**src/rtl/kcc_pkg.sv**
```systemverilog
// ============================================================================
// kcc_pkg
// Types, constants and command/status bundles shared by the connection cache.
// ============================================================================
package kcc_pkg;

    localparam int SLOTS   = 32;
    localparam int IDX_W   = (SLOTS > 1) ? $clog2(SLOTS) : 1;
    localparam int CNT_W   = $clog2(SLOTS + 1);
    localparam int NEXT_W  = 6;
    localparam logic [NEXT_W-1:0] NIL = 6'd63;
    localparam int KEY_W   = 64;
    localparam int HND_W   = 16;
    localparam int TIME_W  = 48;
    localparam int AGE_W   = 31;
    localparam int SIU_W   = 6;
    localparam int ADDR_W  = 3;

    typedef enum logic [1:0] {
        OP_LOOKUP = 2'd0,
        OP_STORE  = 2'd1,
        OP_FLUSH  = 2'd2,
        OP_NONE   = 2'd3
    } op_t;

    typedef enum logic [2:0] {
        KIND_HIT      = 3'd0,
        KIND_MISS     = 3'd1,
        KIND_STORED   = 3'd2,
        KIND_REFUSED  = 3'd3,
        KIND_NO_SLOT  = 3'd4,
        KIND_CLOSED   = 3'd5,
        KIND_FLUSHED  = 3'd6
    } kind_t;

    typedef enum logic {
        REG_MAX_AGE      = 1'b0,
        REG_SLOTS_IN_USE = 1'b1
    } reg_idx_t;

    typedef enum logic [1:0] {
        SA_GR = 2'd0,
        SA_P  = 2'd1,
        SA_Q  = 2'd2
    } sa_sel_t;

    typedef struct packed {
        logic [1:0]        operation;
        logic [KEY_W-1:0]  dest_key;
        logic [HND_W-1:0]  conn_handle;
        logic [TIME_W-1:0] now_ms;
    } in_item_t;

    typedef struct packed {
        logic [2:0]       kind;
        logic [HND_W-1:0] out_handle;
        logic             last;
    } out_item_t;

    typedef struct packed {
        logic    latch;
        logic    start;
        logic    pos_zero;
        logic    pos_last;
        logic    pos_step;
        logic    move_front;
        logic    drop_head;
        logic    alloc;
        logic    grp_front;
        logic    next_to_s;
        logic    unlink_q;
        logic    p_from_gr;
        logic    p_from_q;
        logic    p_from_next;
        logic    q_load;
        logic    flush_clear;
        logic    emit;
        logic    finish;
        kind_t   kind;
        sa_sel_t sa;
    } cmd_t;

    typedef struct packed {
        logic [1:0] op;
        logic       pool_ready;
        logic       age_zero;
        logic       free_empty;
        logic       group_empty;
        logic       pos_ge_count;
        logic       key_match;
        logic       exp_lt_now;
        logic       next_nil;
        logic       emit_ok;
    } stat_t;

endpackage

```
**src/rtl/kcc_ctrl.sv**
```systemverilog
// ============================================================================
// kcc_ctrl
// Sequencer: steps each request through search, chain walk and result issue.
// ============================================================================
module kcc_ctrl (
    input  logic          clk,
    input  logic          rst_n,
    input  logic          in_valid,
    output logic          in_ready,
    input  kcc_pkg::stat_t st,
    output kcc_pkg::cmd_t  cmd
);

    typedef enum logic [17:0] {
        S_IDLE    = 18'h00001,
        S_DISP    = 18'h00002,
        S_START   = 18'h00004,
        S_LFIND   = 18'h00008,
        S_LMOVE   = 18'h00010,
        S_LCHECK  = 18'h00020,
        S_LMISS   = 18'h00040,
        S_SCHECK  = 18'h00080,
        S_SEVICT  = 18'h00100,
        S_SALLOC  = 18'h00200,
        S_SFIND   = 18'h00400,
        S_SPRUNE  = 18'h00800,
        S_SFRONT  = 18'h01000,
        S_WA      = 18'h02000,
        S_WB      = 18'h04000,
        S_FGROUP  = 18'h08000,
        S_FCHAIN  = 18'h10000,
        S_DONE    = 18'h20000
    } state_t;

    state_t state_reg, state_next, st_raw;
    kcc_pkg::cmd_t c;

    assign in_ready = (state_reg == S_IDLE);

    always_comb
    begin
        c      = '0;
        c.kind = kcc_pkg::KIND_HIT;
        c.sa   = kcc_pkg::SA_GR;
        st_raw = state_reg;
        case (state_reg)
            S_IDLE:
            begin
                if (in_valid)
                begin
                    c.latch = 1'b1;
                    st_raw  = S_DISP;
                end
            end
            S_DISP:
            begin
                c.pos_zero = 1'b1;
                if (st.op == kcc_pkg::OP_LOOKUP || st.op == kcc_pkg::OP_STORE)
                begin
                    if (!st.pool_ready)
                        st_raw = S_START;
                    else if (st.op == kcc_pkg::OP_LOOKUP)
                        st_raw = S_LFIND;
                    else
                        st_raw = S_SCHECK;
                end
                else if (st.op == kcc_pkg::OP_FLUSH)
                begin
                    if (st.pool_ready)
                        st_raw = S_FGROUP;
                    else
                    begin
                        c.emit = 1'b1;
                        c.kind = kcc_pkg::KIND_FLUSHED;
                        st_raw = S_DONE;
                    end
                end
                else
                    st_raw = S_IDLE;
            end
            S_START:
            begin
                c.start    = 1'b1;
                c.pos_zero = 1'b1;
                st_raw = (st.op == kcc_pkg::OP_LOOKUP) ? S_LFIND : S_SCHECK;
            end
            S_LFIND:
            begin
                if (st.pos_ge_count)
                begin
                    c.emit = 1'b1;
                    c.kind = kcc_pkg::KIND_MISS;
                    st_raw = S_DONE;
                end
                else if (st.key_match)
                    st_raw = S_LMOVE;
                else
                    c.pos_step = 1'b1;
            end
            S_LMOVE:
            begin
                c.move_front = 1'b1;
                c.pos_zero   = 1'b1;
                st_raw       = S_LCHECK;
            end
            S_LCHECK:
            begin
                c.emit      = 1'b1;
                c.drop_head = 1'b1;
                if (st.exp_lt_now)
                begin
                    c.kind = kcc_pkg::KIND_CLOSED;
                    if (st.next_nil)
                        st_raw = S_LMISS;
                end
                else
                begin
                    c.kind = kcc_pkg::KIND_HIT;
                    st_raw = S_DONE;
                end
            end
            S_LMISS:
            begin
                c.emit = 1'b1;
                c.kind = kcc_pkg::KIND_MISS;
                st_raw = S_DONE;
            end
            S_SCHECK:
            begin
                if (st.age_zero)
                begin
                    c.emit = 1'b1;
                    c.kind = kcc_pkg::KIND_REFUSED;
                    st_raw = S_DONE;
                end
                else if (st.free_empty)
                begin
                    if (st.group_empty)
                    begin
                        c.emit = 1'b1;
                        c.kind = kcc_pkg::KIND_NO_SLOT;
                        st_raw = S_DONE;
                    end
                    else
                    begin
                        c.pos_last = 1'b1;
                        st_raw     = S_SEVICT;
                    end
                end
                else
                    st_raw = S_SALLOC;
            end
            S_SEVICT:
            begin
                c.emit      = 1'b1;
                c.kind      = kcc_pkg::KIND_CLOSED;
                c.drop_head = 1'b1;
                st_raw      = S_SALLOC;
            end
            S_SALLOC:
            begin
                c.alloc    = 1'b1;
                c.pos_zero = 1'b1;
                st_raw     = S_SFIND;
            end
            S_SFIND:
            begin
                if (st.pos_ge_count)
                    st_raw = S_SFRONT;
                else if (st.key_match)
                    st_raw = S_SPRUNE;
                else
                    c.pos_step = 1'b1;
            end
            S_SPRUNE:
            begin
                if (!st.exp_lt_now)
                begin
                    c.p_from_gr = 1'b1;
                    st_raw      = S_WA;
                end
                else
                begin
                    c.emit      = 1'b1;
                    c.kind      = kcc_pkg::KIND_CLOSED;
                    c.drop_head = 1'b1;
                    if (st.next_nil)
                        st_raw = S_SFRONT;
                end
            end
            S_SFRONT:
            begin
                c.emit      = 1'b1;
                c.kind      = kcc_pkg::KIND_STORED;
                c.grp_front = 1'b1;
                st_raw      = S_DONE;
            end
            S_WA:
            begin
                c.sa = kcc_pkg::SA_P;
                if (st.next_nil)
                begin
                    c.next_to_s = 1'b1;
                    c.emit      = 1'b1;
                    c.kind      = kcc_pkg::KIND_STORED;
                    st_raw      = S_DONE;
                end
                else
                begin
                    c.q_load = 1'b1;
                    st_raw   = S_WB;
                end
            end
            S_WB:
            begin
                c.sa   = kcc_pkg::SA_Q;
                st_raw = S_WA;
                if (st.exp_lt_now)
                begin
                    c.emit     = 1'b1;
                    c.kind     = kcc_pkg::KIND_CLOSED;
                    c.unlink_q = 1'b1;
                end
                else
                    c.p_from_q = 1'b1;
            end
            S_FGROUP:
            begin
                if (st.pos_ge_count)
                begin
                    c.flush_clear = 1'b1;
                    c.emit        = 1'b1;
                    c.kind        = kcc_pkg::KIND_FLUSHED;
                    st_raw        = S_DONE;
                end
                else
                begin
                    c.p_from_gr = 1'b1;
                    st_raw      = S_FCHAIN;
                end
            end
            S_FCHAIN:
            begin
                c.sa   = kcc_pkg::SA_P;
                c.emit = 1'b1;
                c.kind = kcc_pkg::KIND_CLOSED;
                if (st.next_nil)
                begin
                    c.pos_step = 1'b1;
                    st_raw     = S_FGROUP;
                end
                else
                    c.p_from_next = 1'b1;
            end
            S_DONE:
            begin
                c.finish = 1'b1;
                st_raw   = S_IDLE;
            end
            default:
                st_raw = S_IDLE;
        endcase
    end

    // hold everything while the result path is full
    always_comb
    begin
        cmd        = c;
        state_next = st_raw;
        if ((c.emit || c.finish) && !st.emit_ok)
        begin
            cmd        = '0;
            cmd.kind   = kcc_pkg::KIND_HIT;
            cmd.sa     = c.sa;
            state_next = state_reg;
        end
    end

    always_ff @(posedge clk or negedge rst_n)
    begin
        if (!rst_n)
            state_reg <= S_IDLE;
        else
            state_reg <= state_next;
    end

endmodule

```
**config.mk**
```make
export PLATFORM = sky130hd
export DESIGN_NAME = kcc_ctrl
export DESIGN_NICKNAME = d
export VERILOG_FILES = /design/src/rtl/kcc_pkg.sv /design/src/rtl/kcc_ctrl.sv
export SDC_FILE = /design/constraint.sdc
export NUM_CORES = 1
export LEC_CHECK = 0
export BUFFER_PORTS_ARGS = -buffer_cell sky130_fd_sc_hd__buf_2
export CAP_MARGIN = 5
export CORE_MARGIN = 2
export CORE_UTILIZATION = 25
export DETAILED_ROUTE_END_ITERATION = 6
export GPL_TIMING_DRIVEN = 0
export HOLD_SLACK_MARGIN = 0.02
export PLACE_DENSITY = 0.44
export SLEW_MARGIN = 15
export SYNTH_ARGS = -nofsm -noshare
export SYNTH_HDL_FRONTEND = slang
export SYNTH_SLANG_ARGS = --single-unit
```
**constraint.sdc**
```tcl
create_clock -name clk -period 2.8 [get_ports clk]
set_input_delay 0.42 -clock clk [delete_from_list [all_inputs] [get_ports clk]]
set_output_delay 0.42 -clock clk [all_outputs]
set_load 0.01 [all_outputs]
```
==> results of run 1 <==
Yosys cell counts, drive strengths merged (4+ instances only):
master and number:
nor2b 4, nand3 8, nor3 8, nand2b 4, a21oi 11, nor2 21
dfrtp 17, a21o 5, and3 4, buf 7, mux2 5, nand2 14
inv 6, o21ai 5, nor4 12, or4 7, nand4 6
worst max path at each step:
stage	startpoint	end	slack, ns	depth (start not counted)
after floorplan	state_reg[11]	state_reg[11]	0.03	10
after global placement	state_reg[11]	cmd[4]	-0.52	10
after detailed placement	state_reg[1]	cmd[2]	-0.49	9
after CTS	state_reg[16]	cmd[2]	-0.40	10
after global routing	state_reg[1]	cmd[4]	-0.44	9
final	state_reg[1]	cmd[4]	-0.36	9
layer usage:
layer,global-route usage [%],vias to the layer above,share of wire [%]
met2,26.8,45,49
met3,2.27,9,4.9
met5,0,-,0
li1,-,822,-
met4,4.11,0,2.0
met1,21.2,854,44
cells by family (layout without fill, tap and decap cells):
kind of cell / after synthesis / after routing / share of synthesized area (%)
XOR/XNOR: 2 / 2 / 1.11
AND/OR/NAND/NOR: 106 / 106 / 41.8
buffers and inverters: 14 / 78 / 6.00
multiplexers: 6 / 6 / 5.37
AO/OA/AOI/OAI: 37 / 37 / 17.2
flip-flops: 18 / 18 / 28.5
where the power goes:
group / switching (mW) / internal, mW / leakage, nW / total, mW
logic: 0.421 / 0.388 / 0.834 / 0.809
clock network: 0.0982 / 0.101 / 0.0228 / 0.199
registers: 0.0439 / 0.290 / 0.235 / 0.334
stage by stage:
step	TNS (ns)	power [mW]
2_1_floorplan	0	0.727
3_3_place_gp	-10.21	0.894
3_5_place_dp	-9.42	0.888
4_1_cts	-6.52	1.21
5_1_grt	-8.14	1.42
6_report	-5.85	1.34
final cells by class:
| cell class | instances | share of cell area [%] |
|---|---|---|
| plain buffers | 8 | 3.82 |
| clock buffers | 4 | 1.97 |
| inverters | 6 | 0.983 |
| multi-input cells | 151 | 52.5 |
| flip-flops and latches | 18 | 20.1 |
| well taps | 77 | 4.21 |
| repair buffers | 60 | 16.4 |
worst max-delay path: stages (launching register included):
cell and delay, ns:
dfrtp_2 0.47, or4_4 0.54, nor4_4 0.41, and4b_4 0.30
or4_4 0.15, nor4_1 0.06, nand2_1 0.18, o21bai_4 0.08
a31oi_1 0.14, buf_2 0.15
timing repair:
| action | 4_1_cts | 5_1_grt |
|---|---|---|
| endpoints found under the setup margin | 31 | 35 |
| pin swaps | 14 | 18 |
| gates resized for setup | 19 | 29 |
| cloned | 0 | 0 |
| setup buffers | 10 | 15 |
==> impl_summary.md, run 1 <==
Run status
The flow ran to the end, but the final reports show violations. The checks that failed: setup timing.

Timing
The transition at the pin with the smallest max-transition slack is 0.699 ns. The clock arrives with between 0.003 and 0.004 ns of skew. Setup violations remaining at the end of the flow were counted as 28.

The highest achievable clock rate is approximately 320 MHz. Setup repair after global routing could not meet its margin everywhere. The worst slew margin relative to its limit is between 50% and 60%. The number of max-slew violations in the final report is 0. The final worst setup slack is -0.363 ns. The number of endpoints with negative hold slack in the final report is 0. The worst hold slack across all endpoints is about 0.11 ns. The time the worst path needs with I/O delays and setup is approximately 3.2 ns. The part of the cycle the worst path needs is 113%.

Final layout
The register with the most flip-flops in the layout has 18 of them. The post-route netlist has 49.4% of its cells at a drive strength greater than 1. For this run, the share of the core covered by cells in the final layout is 36.7%.

Fill cells in the final layout number 689. The total inserted antenna cells is 0. Leaving out fill and tap cells, the most frequent cell in the layout is buf_2.

The multi-input combinational cells in the finished layout cover a total of roughly 1200 um^2. Summing all flip-flop and latch instances after layout gives between 400 and 500 um^2. The filler-free cell count of the finished design is ~320.

After the last flow step, the layout net total stands at roughly 260. The growth of design area from synthesis to finish is 44.5%. In the layout the commonest cells are 36 x buf_2, 23 x buf_4, 16 x nor2_1, 12 x nand2_1, 10 x dfrtp_1. Once layout is done, the placed cells without fillers occupy 2290 um^2.

Synth
The gate count of the mapped netlist is 183. The summed instance area of the synthesized netlist is about 1600 um^2. Among all flip-flop cells after synthesis, the most frequent one is dfrtp_1. The Yosys warning count is 0. The share of synthesized registers carrying an async set or reset is 100%. The total nets after synthesis is between 150 and 200.

By area the synthesized netlist is led by dfrtp_1 27%, mux2_4 4.7%, nor2_1 4.7%. The number of synthesized flops with an enable pin is 0. Summed over all instances, the cell type with the most area after synthesis is dfrtp_1.

The average cell area after synthesis is slightly below 9 um^2. The share of synthesized area in the top cell type comes to roughly 27%. The number of synthesized register bits is 18.

The fraction of the yosys area taken by sequential cells is approximately 28%. Yosys mapped the design onto 57 distinct sky130hd cell types.

Job
The tool flagged a number of max-cap violations equal to 0.

Clock network
The H-tree depth reported by CTS is 1. The clock transition at the registers of the reported paths is roughly 0.07 ns. The root buffer cell chosen for the clock tree is clkbuf_8.

CTS saw 18 sinks. For this design, the CTS-stage hold fixing added 0 buffers. TritonCTS built the clock tree. The longest clock path from root to sink contains 2 buffers. The number of clock buffers added by TritonCTS is 3. The clock reaches the later pin of the worst-skew pair after around 0.26 ns.

Global route
The global routing usage summed across all routing layers is 15.9%. The first global-routing pass estimated 8840 um of wire. The number of antenna violations at the first check in global routing is 0.

The aggregate global routing overflow is 0. The number of global-route vias before repair was about 1,700. Entering global routing, the biggest net connects 19 pins.

Routing
The pre-antenna-repair detailed-routing pass consisted of 4 iterations. The routed via count is between 1,500 and 2,000. After the first detailed-routing iteration, the DRC count stood at 141.

The average wire length per cell after detail routing is ~18 um. Dividing the detail-routed via count by the number of cells gives 5.34. The DRC violation count after routing is 0. The routed design has between 5000 and 6000 um of wire. The count of nets left with antenna violations once routing finished came out at 0.

Floorplan
The y dimension of the die is around 84 um. The die span in x is approximately 84 um. The number of core rows is 29. For this configuration, the core starts out at a cell density of 25.4%. The overall die area is roughly 7000 um^2. The boundary pin count is 38. The region available for standard cell placement spans around 6200 um^2.

Min path
The class of the tightest hold or removal check is in2async.

Placed design
The number of cells in the design after placement is 296. Prior to clock tree synthesis, the placed netlist has a worst setup slack of -0.491 ns. The congestion estimate from routability-driven global placement came to about 0.85. In this run the cell area measured after placement is roughly 1900 um^2. Once detailed placement completed, the half-perimeter wirelength came to 4020 um. The number of buffer cells added on primary ports is 36.

Setup path
The path type of the worst setup path is reg2out. The worst setup path is captured at an output pin. The number of cells on the worst reg-to-reg path is 11. Along the worst path, the maximum fanout reaches 7. The setup slack of the most critical reg-to-reg path is -0.19 ns. The arrival time of the worst setup path is 2.74 ns. The startpoint identified for the worst register-to-register timing path is state_reg[0].

The endpoint identified for the worst register-to-register timing path is state_reg[5]. The data required time at the worst endpoint is between 2 and 2.5 ns. STA classifies the critical path startpoint as a register.

Pwr
Power spread over the standard cell area amounts to 586 nW/um^2. The worst IR drop on VDD is about 0.00035 V. The static leakage power is 1.09 nW.
(Power assumes the default switching activity.)
==> run 2, diff against run 1 <==
--- a/config.mk
+++ b/config.mk
@@ -8,11 +8,11 @@
 export BUFFER_PORTS_ARGS = -buffer_cell sky130_fd_sc_hd__buf_2
 export CAP_MARGIN = 5
 export CORE_MARGIN = 2
-export CORE_UTILIZATION = 25
+export CORE_UTILIZATION = 48
 export DETAILED_ROUTE_END_ITERATION = 6
 export GPL_TIMING_DRIVEN = 0
 export HOLD_SLACK_MARGIN = 0.02
-export PLACE_DENSITY = 0.44
+export PLACE_DENSITY = 0.75
 export SLEW_MARGIN = 15
 export SYNTH_ARGS = -nofsm -noshare
 export SYNTH_HDL_FRONTEND = slang
==> impl_summary.md, run 2 (synthesized netlist as in run 1, its figures left out) <==
Routing
In this run, the number of DRC markers left after iteration 0 of detailed routing was 159. The DRC violation count after routing is 0. For this run, the detailed router's first-pass iteration total came to 5.

After detailed routing, the average wire length per cell comes to 19.8 um. Once detail routing completed, the nets flagged for antenna violations numbered 0. The per-cell via count in the routed design is around 6.5.

After detailed routing, the total wire length is 5850 um. Across all layers, the routed design uses 1,908 vias.

Placed design
In this run, placement finished with an instance count of ~260. Timing analysis after detailed placement gives a worst setup slack of -0.485 ns. In this run the cell area measured after placement is 1820 um^2. Once detailed placement completed, the half-perimeter wirelength came to about 3300 um. The routability congestion estimate from global placement is approximately 0.92.

Port buffering added 36 buffers.

Setup path
In this run the worst path has a maximum fanout of 8. Among all stages on the critical path, the largest delay is contributed by or4b_4. The worst setup path is launched from a register. The arrival time of the worst setup path is just under 3 ns. The cell seen most often among critical-path stages is a21oi_4.

The critical path is of the reg2out type. Grouping stages by cell kind, the critical path spends the most delay in simple AND/OR/NAND/NOR gates. The number of buffers and inverters on the critical path is 2. The critical path endpoint category is an output pin.

STA puts the critical path data required time at around 2.4 ns. Traced cell by cell, the critical path runs through buf_6 > nor4_4 > nand4_1 > or4b_4 > nand2_4 > a21oi_4 > a21oi_4 > o21bai_4 > a21oi_1 > buf_2. The delay of the slowest critical-path stage is 0.61 ns.

Timing
At the pin with the least slew margin, the transition time is around 0.55 ns. The setup TNS after final layout is -8.05 ns. The worst path in the final design needs a cycle of around 3.3 ns, including I/O delays and setup. The number of max-slew violations in the final report is 0. After layout, the worst path uses 118% of the clock period.

Headroom to the max-slew limit came out at 63.1%. The number of endpoints with negative hold slack in the final report is 0. Across the routed clock network, the largest skew measured is around 0.0075 ns. Setup violations remaining at the end of the flow were counted as 31. Setup repair after global routing could not meet its margin everywhere. Final hold analysis gives a worst-case slack of between 0.02 and 0.03 ns.

Static timing analysis puts the maximum clock frequency at between 300 and 400 MHz. The final worst setup slack is -0.506 ns.

Final layout
The fraction of layout cells with a size suffix above 1 is approximately half. Across the whole layout, storage elements account for 463 um^2. The final non-filler cell area is between 2000 and 2500 um^2. The number of nets in the finished design is about 270. At the end of the flow the core is filled with cells to 73.8%. The filler-free cell count of the finished design is between 200 and 300. The register with the most flip-flops in the layout has 18 of them. Fill cells in the final layout number around 250. Leaving out fill and tap cells, the most frequent cells in the layout are 37 x buf_2, 22 x buf_4, 17 x nor2_1, 10 x nand2_1. The total area of multi-input combinational cells is approximately 1200 um^2.

Compared with the post-synthesis result, the final layout area differs by 44.4%. The commonest non-fill, non-tap cell in the layout is buf_2. 0 antenna diodes ended up in the layout.

Clock network
Buffers inserted during clock tree synthesis total 3. Clock latency on the worst-skew pair, taken at its later pin, is 0.31 ns. Clock tree synthesis found a total of 18 sinks.

After clock tree synthesis, the clock-pin slew on the worst setup and hold paths is approximately 0.12 ns. The H-tree depth reported by CTS is 1. The number of buffers inserted by hold repair at cts is 0. The maximum root-to-sink buffer count is 2. The root cell of the clock tree is clkbuf_4. The TritonCTS clock tree is yes.

Global route
The first-pass GRT wire length is between 7000 and 8000 um. In the global route stage, overall resource usage came out at 29.3%. The number of global-route vias before repair is roughly 1,600. For met3 alone, demand over resource in global routing was 6.09%. The number of antenna violations at the first check in global routing is 0. The aggregate global routing overflow is 0.

Global routing used between 30 and 40% of the available met1 tracks. The met2 demand-to-capacity share in global routing is between 40% and 50%. After global routing, the most crowded layer is met2. The largest net degree at the start of global routing is 19.

Pwr
In this run the static leakage power is 1.10 nW. The power density relative to cell area is 585 nW/um^2. The overall power is ~1.3 mW. IR analysis of the VDD net gives a maximum drop of slightly below 0.0005 V.

Min path
The path class of the tightest hold or removal check is in2async.

Floorplan
The boundary pin count is 38. The starting density of the core is around 51%. The y dimension of the die is just over 60 um. The overall die area is around 3800 um^2. The number of core rows is 20. The die is a little over 60 um wide. In this run the standard cell core region covers 3100 um^2.

Run status
The final reports fail on setup timing. The flow ran to the end, but the final reports show violations.

Job
The count of max-cap constraint violations is 0.
[run 2: cell types whose count changed in the layout (fill, tap and decap cells not counted), moves of 2 or more]
| cell | change |
|---|---|
| buf_6 | +3 |
| clkbuf_4 | +3 |
| clkbuf_8 | -3 |
| dfrtp_1 | -2 |
| dfrtp_2 | +2 |
| nand2_1 | -2 |
| nand2_2 | +2 |
| nor2_2 | -2 |
| nor3_2 | +2 |
| nor4_1 | +3 |
| nor4_2 | -2 |
[run 2: repair_timing]
| action | 4_1_cts | 5_1_grt |
|---|---|---|
| cloned | 1 | 0 |
| pin swaps | 18 | 15 |
| endpoints found under the setup margin | 31 | 39 |
| buffers inserted | 15 | 13 |
| resized for setup | 26 | 32 |
[run 2: where the power goes]
part	internal (mW)	total [mW]	switching, mW
sequential	0.290	0.331	0.0413
clock	0.0557	0.151	0.0953
combinational	0.424	0.857	0.433
total	0.770	1.34	0.569
[run 2: routing by layer]
layer	vias up	share of wire [%]	wire (um)
met5	-	0	0
met2	148	46	2710
met4	0	4.9	289
met3	35	10	601
li1	838	-	-
met1	887	38	2250
[run 2: worst paths after layout]
check | depth (start not counted) | startpoint | endpoint | slack (ns)
min | 1 | rst_n | state_reg[2] | 0.03
min in group clk | 2 | st[8] | state_reg[2] | 0.25
max | 10 | state_reg[11] | cmd[3] | -0.51
max in group asynchronous | 1 | rst_n | state_reg[0] | 2.44
max reg2reg | 11 | state_reg[11] | state_reg[12] | -0.26
min reg2reg | 2 | state_reg[14] | state_reg[14] | 0.61
[run 2: cell type report]
| type | count | share of cell area [%] |
|---|---|---|
| inverters | 6 | 0.984 |
| repair buffers | 65 | 19.5 |
| plain buffers | 7 | 3.34 |
| clock buffers | 4 | 1.15 |
| multi-input cells | 151 | 52.4 |
| flip-flops and latches | 18 | 20.2 |
| well taps | 44 | 2.41 |
